==> config.mk <==
export PLATFORM = sky130hd
export DESIGN_NAME = biquad_direct_form_one
export DESIGN_NICKNAME = d
export VERILOG_FILES = /design/src/bqdf1_pkg.sv /design/src/biquad_direct_form_one.sv
export SDC_FILE = /design/constraint.sdc
export NUM_CORES = 2
export LEC_CHECK = 0
export ABC_CLOCK_PERIOD_IN_PS = 11800
export BUFFER_PORTS_ARGS = -buffer_cell sky130_fd_sc_hd__buf_2
export CORE_ASPECT_RATIO = 1.25
export CORE_UTILIZATION = 40
export CTS_BUF_LIST = sky130_fd_sc_hd__clkbuf_8 sky130_fd_sc_hd__clkbuf_16
export CTS_CLUSTER_DIAMETER = 200
export CTS_CLUSTER_SIZE = 8
export DETAILED_ROUTE_END_ITERATION = 8
export PLACE_DENSITY = 0.52
export SETUP_SLACK_MARGIN = 0.15
export SLEW_MARGIN = 5
export SYNTH_ARGS = -nofsm -noshare
export SYNTH_HDL_FRONTEND = slang
export SYNTH_SLANG_ARGS = --single-unit
==> constraint.sdc <==
create_clock -name aclk -period 11.8 [get_ports aclk]
set_input_delay 1.18 -clock aclk [delete_from_list [all_inputs] [get_ports aclk]]
set_output_delay 1.18 -clock aclk [all_outputs]
set_load 0.005 [all_outputs]
==> src/bqdf1_pkg.sv <==
`default_nettype none

package bqdf1_pkg;

    localparam int SAMPLE_W  = 24;
    localparam int COEFF_W   = 24;
    localparam int CFG_IDX_W = 3;

    localparam int NUM_CHANNELS_DEFAULT = 2;

    localparam int FRAC_SHIFT = 20;
    localparam int ROUND_BIAS = 1 << (FRAC_SHIFT - 1);

    // Shared multiplier: wide operand holds a sample or the rounded sum,
    // narrow operand holds a coefficient that may have been negated.
    localparam int MUL_A_W = 32;
    localparam int MUL_B_W = COEFF_W + 1;
    localparam int PROD_W  = MUL_A_W + MUL_B_W;

    // Five Q5.43 products summed exactly, then rounded to 23 fraction bits.
    localparam int ACC_W = 51;
    localparam int MID_W = ACC_W - FRAC_SHIFT;
    localparam int Y_W   = PROD_W - FRAC_SHIFT;

    localparam int SAMPLE_MAX = (1 << (SAMPLE_W - 1)) - 1;
    localparam int SAMPLE_MIN = -(1 << (SAMPLE_W - 1));

    localparam int TAP_COUNT = 5;
    localparam int TAP_W     = 3;

    localparam logic [CFG_IDX_W-1:0] REG_FF_COEFF_0 = 3'd0;
    localparam logic [CFG_IDX_W-1:0] REG_FF_COEFF_1 = 3'd1;
    localparam logic [CFG_IDX_W-1:0] REG_FF_COEFF_2 = 3'd2;
    localparam logic [CFG_IDX_W-1:0] REG_FB_COEFF_1 = 3'd3;
    localparam logic [CFG_IDX_W-1:0] REG_FB_COEFF_2 = 3'd4;
    localparam logic [CFG_IDX_W-1:0] REG_OUTPUT_GAIN = 3'd5;

    localparam logic [TAP_W-1:0] TAP_X0 = 3'd0;
    localparam logic [TAP_W-1:0] TAP_X1 = 3'd1;
    localparam logic [TAP_W-1:0] TAP_X2 = 3'd2;
    localparam logic [TAP_W-1:0] TAP_Y1 = 3'd3;
    localparam logic [TAP_W-1:0] TAP_Y2 = 3'd4;

    localparam logic signed [COEFF_W-1:0] COEFF_ONE = 24'sd1048576;

    typedef enum logic [5:0] {
        S_IDLE = 6'b000001,
        S_MUL  = 6'b000010,
        S_ACC  = 6'b000100,
        S_RND  = 6'b001000,
        S_GAIN = 6'b010000,
        S_SAT  = 6'b100000
    } state_t;

endpackage

`default_nettype wire

==> src/biquad_direct_form_one.sv <==
// An input is worked through S_MUL for each tap, then S_ACC, S_RND, S_GAIN and
// S_SAT; an input on a channel at or beyond NUM_CHANNELS goes straight to S_SAT.
// A new input is taken only once S_SAT has loaded its result, and the single
// shared multiplier forms the five tap products and then the output gain product in turn.
// Reset (aresetn low at a clock edge) clears both histories of every channel,
// loads the coefficients with b0 = 1.0, output gain = 1.0, others zero.
`default_nettype none

module biquad_direct_form_one #(
    parameter int NUM_CHANNELS = bqdf1_pkg::NUM_CHANNELS_DEFAULT
) (
    input  wire logic                               aclk,
    input  wire logic                               aresetn,

    input  wire logic                               cfg_wr_en,
    input  wire logic [bqdf1_pkg::CFG_IDX_W-1:0]    cfg_index,
    input  wire logic [bqdf1_pkg::COEFF_W-1:0]      cfg_wdata,

    input  wire logic                               s_tvalid,
    output logic                                    s_tready,
    input  wire logic [bqdf1_pkg::SAMPLE_W-1:0]     s_tdata,   // [23:0] sample_in
    input  wire logic                               s_tuser,   // [0] channel

    output logic                                    m_tvalid,
    input  wire logic                               m_tready,
    output logic [bqdf1_pkg::SAMPLE_W-1:0]          m_tdata,   // [23:0] sample_out
    output logic [1:0]                              m_tuser    // [0] channel_out, [1] saturated
);

    localparam int ChIdxW = (NUM_CHANNELS > 1) ? $clog2(NUM_CHANNELS) : 1;

    localparam int SampleW = bqdf1_pkg::SAMPLE_W;
    localparam int CoeffW  = bqdf1_pkg::COEFF_W;
    localparam int MulAW   = bqdf1_pkg::MUL_A_W;
    localparam int MulBW   = bqdf1_pkg::MUL_B_W;
    localparam int ProdW   = bqdf1_pkg::PROD_W;
    localparam int AccW    = bqdf1_pkg::ACC_W;
    localparam int MidW    = bqdf1_pkg::MID_W;
    localparam int YW      = bqdf1_pkg::Y_W;
    localparam int Frac    = bqdf1_pkg::FRAC_SHIFT;
    localparam int TapW    = bqdf1_pkg::TAP_W;

    localparam logic [TapW-1:0] LastTap = TapW'(bqdf1_pkg::TAP_COUNT - 1);

    bqdf1_pkg::state_t state_reg, state_next;

    logic [TapW-1:0]             tap_reg, tap_next;
    logic [ChIdxW-1:0]           ch_reg, ch_next;
    logic                        ch_bit_reg, ch_bit_next;
    logic                        ch_ok_reg, ch_ok_next;
    logic signed [SampleW-1:0]   x_reg, x_next;
    logic signed [ProdW-1:0]     prod_reg, prod_next;
    logic signed [AccW-1:0]      acc_reg, acc_next;
    logic signed [MidW-1:0]      mid_reg, mid_next;

    logic                        m_tvalid_reg, m_tvalid_next;
    logic [SampleW-1:0]          m_tdata_reg, m_tdata_next;
    logic [1:0]                  m_tuser_reg, m_tuser_next;

    logic signed [CoeffW-1:0]    ff_coeff_0_reg, ff_coeff_1_reg, ff_coeff_2_reg;
    logic signed [CoeffW-1:0]    fb_coeff_1_reg, fb_coeff_2_reg, output_gain_reg;

    logic signed [SampleW-1:0]   x1_reg [NUM_CHANNELS];
    logic signed [SampleW-1:0]   x2_reg [NUM_CHANNELS];
    logic signed [SampleW-1:0]   y1_reg [NUM_CHANNELS];
    logic signed [SampleW-1:0]   y2_reg [NUM_CHANNELS];

    logic                        s_xfer;
    logic                        out_load;
    logic                        hist_we;
    logic [ChIdxW-1:0]           s_ch_idx;
    logic                        s_ch_ok;
    logic signed [MulAW-1:0]     mul_a;
    logic signed [MulBW-1:0]     mul_b;
    logic signed [ProdW-1:0]     mul_p;
    logic signed [AccW-1:0]      acc_rnd;
    logic signed [ProdW-1:0]     prod_rnd;
    logic signed [YW-1:0]        y_full;
    logic signed [SampleW-1:0]   y_sat;
    logic                        y_clip;

    assign s_tready = (state_reg == bqdf1_pkg::S_IDLE);
    assign s_xfer   = s_tvalid && s_tready;
    assign out_load = !m_tvalid_reg || m_tready;
    assign s_ch_idx = ChIdxW'(s_tuser);
    assign s_ch_ok  = (32'(s_tuser) < NUM_CHANNELS);
    assign hist_we  = (state_reg == bqdf1_pkg::S_SAT) && out_load && ch_ok_reg;

    assign m_tvalid = m_tvalid_reg;
    assign m_tdata  = m_tdata_reg;
    assign m_tuser  = m_tuser_reg;

    always_comb begin
        mul_a = MulAW'(x_reg);
        mul_b = MulBW'(ff_coeff_0_reg);
        if (state_reg == bqdf1_pkg::S_GAIN) begin
            mul_a = MulAW'(mid_reg);
            mul_b = MulBW'(output_gain_reg);
        end else begin
            case (tap_reg)
                bqdf1_pkg::TAP_X0: begin
                    mul_a = MulAW'(x_reg);
                    mul_b = MulBW'(ff_coeff_0_reg);
                end
                bqdf1_pkg::TAP_X1: begin
                    mul_a = MulAW'(x1_reg[ch_reg]);
                    mul_b = MulBW'(ff_coeff_1_reg);
                end
                bqdf1_pkg::TAP_X2: begin
                    mul_a = MulAW'(x2_reg[ch_reg]);
                    mul_b = MulBW'(ff_coeff_2_reg);
                end
                bqdf1_pkg::TAP_Y1: begin
                    mul_a = MulAW'(y1_reg[ch_reg]);
                    mul_b = -MulBW'(fb_coeff_1_reg);
                end
                bqdf1_pkg::TAP_Y2: begin
                    mul_a = MulAW'(y2_reg[ch_reg]);
                    mul_b = -MulBW'(fb_coeff_2_reg);
                end
                default: begin
                    mul_a = MulAW'(x_reg);
                    mul_b = MulBW'(ff_coeff_0_reg);
                end
            endcase
        end
    end

    assign mul_p = mul_a * mul_b;

    // Round half up to 23 fraction bits: add half an LSB, then floor shift.
    assign acc_rnd  = acc_reg + AccW'(bqdf1_pkg::ROUND_BIAS);
    assign prod_rnd = prod_reg + ProdW'(bqdf1_pkg::ROUND_BIAS);
    assign y_full   = $signed(prod_rnd[ProdW-1:Frac]);

    always_comb begin
        if (y_full > YW'(bqdf1_pkg::SAMPLE_MAX)) begin
            y_sat  = SampleW'(bqdf1_pkg::SAMPLE_MAX);
            y_clip = 1'b1;
        end else if (y_full < YW'(bqdf1_pkg::SAMPLE_MIN)) begin
            y_sat  = SampleW'(bqdf1_pkg::SAMPLE_MIN);
            y_clip = 1'b1;
        end else begin
            y_sat  = y_full[SampleW-1:0];
            y_clip = 1'b0;
        end
    end

    always_comb begin
        state_next    = state_reg;
        tap_next      = tap_reg;
        ch_next       = ch_reg;
        ch_bit_next   = ch_bit_reg;
        ch_ok_next    = ch_ok_reg;
        x_next        = x_reg;
        prod_next     = prod_reg;
        acc_next      = acc_reg;
        mid_next      = mid_reg;
        m_tvalid_next = m_tvalid_reg && !m_tready;
        m_tdata_next  = m_tdata_reg;
        m_tuser_next  = m_tuser_reg;

        case (state_reg)
            bqdf1_pkg::S_IDLE: begin
                if (s_xfer) begin
                    ch_next     = s_ch_idx;
                    ch_bit_next = s_tuser;
                    ch_ok_next  = s_ch_ok;
                    x_next      = $signed(s_tdata);
                    tap_next    = bqdf1_pkg::TAP_X0;
                    acc_next    = '0;
                    state_next  = s_ch_ok ? bqdf1_pkg::S_MUL : bqdf1_pkg::S_SAT;
                end
            end
            bqdf1_pkg::S_MUL: begin
                prod_next = mul_p;
                if (tap_reg != bqdf1_pkg::TAP_X0) begin
                    acc_next = acc_reg + $signed(prod_reg[AccW-1:0]);
                end
                if (tap_reg == LastTap) begin
                    state_next = bqdf1_pkg::S_ACC;
                end else begin
                    tap_next = tap_reg + 1'b1;
                end
            end
            bqdf1_pkg::S_ACC: begin
                acc_next   = acc_reg + $signed(prod_reg[AccW-1:0]);
                state_next = bqdf1_pkg::S_RND;
            end
            bqdf1_pkg::S_RND: begin
                mid_next   = $signed(acc_rnd[AccW-1:Frac]);
                state_next = bqdf1_pkg::S_GAIN;
            end
            bqdf1_pkg::S_GAIN: begin
                prod_next  = mul_p;
                state_next = bqdf1_pkg::S_SAT;
            end
            bqdf1_pkg::S_SAT: begin
                if (out_load) begin
                    m_tvalid_next = 1'b1;
                    if (ch_ok_reg) begin
                        m_tdata_next = y_sat;
                        m_tuser_next = {y_clip, ch_bit_reg};
                    end else begin
                        m_tdata_next = '0;
                        m_tuser_next = {1'b0, ch_bit_reg};
                    end
                    state_next = bqdf1_pkg::S_IDLE;
                end
            end
            default: begin
                state_next = bqdf1_pkg::S_IDLE;
            end
        endcase
    end

    always_ff @(posedge aclk) begin
        if (!aresetn) begin
            state_reg    <= bqdf1_pkg::S_IDLE;
            tap_reg      <= bqdf1_pkg::TAP_X0;
            m_tvalid_reg <= 1'b0;
        end else begin
            state_reg    <= state_next;
            tap_reg      <= tap_next;
            m_tvalid_reg <= m_tvalid_next;
        end
        ch_reg      <= ch_next;
        ch_bit_reg  <= ch_bit_next;
        ch_ok_reg   <= ch_ok_next;
        x_reg       <= x_next;
        prod_reg    <= prod_next;
        acc_reg     <= acc_next;
        mid_reg     <= mid_next;
        m_tdata_reg <= m_tdata_next;
        m_tuser_reg <= m_tuser_next;
    end

    always_ff @(posedge aclk) begin
        if (!aresetn) begin
            ff_coeff_0_reg  <= bqdf1_pkg::COEFF_ONE;
            ff_coeff_1_reg  <= '0;
            ff_coeff_2_reg  <= '0;
            fb_coeff_1_reg  <= '0;
            fb_coeff_2_reg  <= '0;
            output_gain_reg <= bqdf1_pkg::COEFF_ONE;
        end else if (cfg_wr_en) begin
            case (cfg_index)
                bqdf1_pkg::REG_FF_COEFF_0:  ff_coeff_0_reg  <= $signed(cfg_wdata);
                bqdf1_pkg::REG_FF_COEFF_1:  ff_coeff_1_reg  <= $signed(cfg_wdata);
                bqdf1_pkg::REG_FF_COEFF_2:  ff_coeff_2_reg  <= $signed(cfg_wdata);
                bqdf1_pkg::REG_FB_COEFF_1:  fb_coeff_1_reg  <= $signed(cfg_wdata);
                bqdf1_pkg::REG_FB_COEFF_2:  fb_coeff_2_reg  <= $signed(cfg_wdata);
                bqdf1_pkg::REG_OUTPUT_GAIN: output_gain_reg <= $signed(cfg_wdata);
                default: begin
                end
            endcase
        end
    end

    always_ff @(posedge aclk) begin
        if (!aresetn) begin
            for (int c = 0; c < NUM_CHANNELS; c++) begin
                x1_reg[c] <= '0;
                x2_reg[c] <= '0;
                y1_reg[c] <= '0;
                y2_reg[c] <= '0;
            end
        end else if (hist_we) begin
            x1_reg[ch_reg] <= x_reg;
            x2_reg[ch_reg] <= x1_reg[ch_reg];
            y1_reg[ch_reg] <= y_sat;
            y2_reg[ch_reg] <= y1_reg[ch_reg];
        end
    end

    a_acc_after_last_tap: assert property (@(posedge aclk) disable iff (!aresetn)
        (state_reg == bqdf1_pkg::S_ACC) |-> ($past(tap_reg) == LastTap))
        else $error("accumulate step entered before the last tap product");

    a_transfer_starts_work: assert property (@(posedge aclk) disable iff (!aresetn)
        s_xfer |=> (state_reg != bqdf1_pkg::S_IDLE))
        else $error("input transfer did not start a computation");

    a_history_shift: assert property (@(posedge aclk) disable iff (!aresetn)
        hist_we |=> ((x1_reg[ch_reg] == $past(x_reg)) && (y1_reg[ch_reg] == $past(y_sat))))
        else $error("history of the channel was not updated with the new sample");

    a_ignored_channel_zero: assert property (@(posedge aclk) disable iff (!aresetn)
        ((state_reg == bqdf1_pkg::S_SAT) && out_load && !ch_ok_reg)
            |=> (m_tvalid && (m_tdata == '0) && !m_tuser[1]))
        else $error("result for an unused channel is not zero");

    a_result_loaded: assert property (@(posedge aclk) disable iff (!aresetn)
        ((state_reg == bqdf1_pkg::S_SAT) && out_load) |=> m_tvalid)
        else $error("finished result was not presented");

endmodule

`default_nettype wire

==> run metrics <==
core area=0.134 mm^2; CP Capture Type=flip-flop; Tmin final=between 10 and 15 ns; Max IR drop VDD=0.000212 V; setup TNS=0 ns; share of layout cells above drive strength 1=0.0670; CP required=approximately 12 ns; number of post-CTS setup repair buffers=0; status=completed; post-DP HPWL=137,000 um; syn nets=6,785; wire length per cell=23.6 um; register area share after synthesis=0.269; Ports=between 80 and 90; Routed WL=about 180,000 um; gr usage total=0.262; initial antenna violation count=4; total gr overflow=0; critical-path maximum fanout=25; multi-input logic area=0.0355 mm^2; Post-CTS Hold Fix Bufs=0; clk root buf=clkbuf_16; # fillers=13,084; R2R cell count=32; CP Data Arrival Time=around 11 ns; Die ar.=approximately 0.14 mm^2; met2 wire len=between 90,000 and 100,000 um; leakage power=26.5 nW; Initial Util=0.404; Starting DRT DRC Count=just under 3,000; GPL Wtd Cong=0.918; post-synthesis cell area=roughly 0.054 mm^2; n_diodes=0; Worst slew margin=0.0867; Num CTS Buffers=between 70 and 80; Slew Viols, Final=0; Initial DRT Pass Iterations=5; count of final setup violators=0; Die Wd=331 um; pin count of the biggest net entering global routing=90; hold path depth=2; post-synthesis async set-or-reset flop share=0; Setup WS post-layout=~1.2 ns; kind of critical path=reg -> reg; Max stage delay on crit path=between 0.8 and 0.9 ns; CTS tree=done; Final Cycle Share=0.898; clock sinks=approximately 540; Least-Margin Pin Slew=roughly 1.4 ns; Synth cell types=between 90 and 100; maxcap violations=0; WL met3=8210 um; Hold Crit Class=reg -> reg; Register Area=~0.015 mm^2; Nets=between 6,000 and 7,000; Post-synth EDFFs=between 300 and 400; max reg flops=57; FP Rows=150; clock buffer depth=3; via count=40,835; # DRC=0; cell area power density=roughly 220 mW/mm^2; pre-CTS setup slack=roughly 1.3 ns; Clock transition at path regs=~0.050 ns; Synth Register Bits=roughly 540; vias in the first global route=about 42,000; Synth Area per Inst=between 9 and 10 um^2; Die H=414 um; Top FF cell, synth=edfxtp_1; H-tree depth=3; Synth warnings=0; Critical-path top delay cell=a21o_1; Gate Count Post-Synth=about 5,700; Critical Path Most Common Cell=fa_1; post-CTS sizing=0; skew final=slightly above 0.06 ns; unrepaired setup endpoints after global routing=no; FMAX=around 0.094 GHz; hold violation count in the final report=0; Buffers on Ports=84; Area growth syn-to-layout=9.01%; DR vias/cell=about 5.5; global-route wire length before repair=268,000 um; Antenna Nets Post-Route=0; Met1 Wirelength=between 60,000 and 70,000 um; crit start category=flip-flop; uppermost layer routed=met5; Clock Latency Late Sink=slightly below 0.7 ns
-- cells in the final DEF (no fill, tap or decap), types with 34 or more instances in the layout --
master,Yosys,layout
nor2_1,542,538
fa_1,805,805
nand2b_1,56,56
inv_1,860,877
and2_1,111,111
edfxtp_1,382,382
xnor2_1,114,114
nand4_1,34,34
ha_1,212,212
o22ai_1,51,51
a21oi_1,182,175
a21boi_0,147,147
a21o_1,87,87
nand3_1,69,68
mux2i_1,99,96
buf_4,2,123
nand2_1,854,850
xor2_1,78,78
buf_2,22,83
dfxtp_1,155,154
nor3_1,92,91
o21ai_0,112,101
clkbuf_16,0,77
-- worst max-delay path, delay by kind of cell, from the launching register on --
kind | cells | cell delay [ns]
compound gates | 9 | 2.28
xor+xnor | 1 | 0.13
fa+ha+maj | 9 | 4.37
buf+inv | 6 | 0.87
flops | 1 | 0.39
simple gates | 7 | 2.27
-- cells in the mapped netlist, drive strengths merged, types with 8 or more instances --
cell | number | share of area
buf | 45 | 0.0046
or4 | 10 | 0.0015
o21a | 25 | 0.0035
a211oi | 17 | 0.0024
nand4 | 34 | 0.0039
xnor2 | 114 | 0.018
xor2 | 78 | 0.013
ha | 212 | 0.049
a222oi | 9 | 0.0017
a21o | 87 | 0.012
inv | 860 | 0.059
o31ai | 8 | 0.0011
and4 | 9 | 0.0015
a21oi | 182 | 0.017
and3 | 32 | 0.0037
a22oi | 17 | 0.0024
a21boi | 148 | 0.020
nand3 | 70 | 0.0065
dfxtp | 155 | 0.057
o211ai | 27 | 0.0037
clkbuf | 237 | 0.016
o22ai | 51 | 0.0059
a31oi | 21 | 0.0024
a311oi | 8 | 0.0015
edfxtp | 382 | 0.21
mux2i | 99 | 0.018
nor3 | 94 | 0.0089
or2 | 18 | 0.0021
o21ai | 122 | 0.011
and2 | 114 | 0.013
nor2b | 20 | 0.0023
nor4 | 17 | 0.0025
fa | 805 | 0.30
a221oi | 13 | 0.0025
nand2 | 854 | 0.059
nor2 | 543 | 0.038
or3 | 12 | 0.0016
o21bai | 17 | 0.0024
nand2b | 56 | 0.0065
-- cell families after synthesis --
logic type,Yosys count,share of synthesized area
adders and majority gates,1017,0.346
xor gates and xnor gates,192,0.0310
DFF,537,0.269
muxes,102,0.0189
buffers and inverters,1143,0.0806
and+or+nand+nor,1910,0.155
AOI/OAI and AO/OA,810,0.100
-- path summary, 6_finish.rpt --
check | from | to | slack (ns)
worst min-delay path | ff_coeff_0_reg[7] | ff_coeff_0_reg[7] | 0.46
worst min register to register | ff_coeff_0_reg[7] | ff_coeff_0_reg[7] | 0.46
worst max register to register | tap_reg[0] | prod_reg[56] | 1.20
worst max-delay path | tap_reg[0] | prod_reg[56] | 1.20
-- metal layers --
metal,GRT usage,up-vias
li1,-,18348
met1,0.319,20927
met2,0.469,1245
met3,0.0263,313
met4,0.118,2
met5,0,-
-- report_power, final --
group / switching (mW) / internal (mW) / leakage, nW
Clock: 0.874 / 1.18 / 1.12
Combinational: 5.18 / 2.97 / 20.3
Sequential: 0.157 / 2.39 / 5.01
-- area by class of cell --
class                   instances  area share
clock buffers                  77      0.0326
clock inverters                26     0.00465
multi-input cells            4031       0.600
inverters                     861      0.0546
repair buffers                211      0.0243
well taps                    1748      0.0370
flip-flops and latches        537       0.246
-- metrics by stage --
stage                     instance area [um^2]  hold WS (ns)  cells  power (mW)   util
final                                    59100         0.460   7491        12.7  0.441
after global routing                     59100         0.478   7491        13.8  0.441
after CTS                                59100         0.464   7491        12.9  0.441
after detailed placement                 56900         0.457   7388        10.7  0.424
after global placement                   56900         0.448   7388        10.7  0.424
after floorplan                          54300         0.440   5711        8.11      -
No activity file was read; power rests on OpenSTA's default activity.
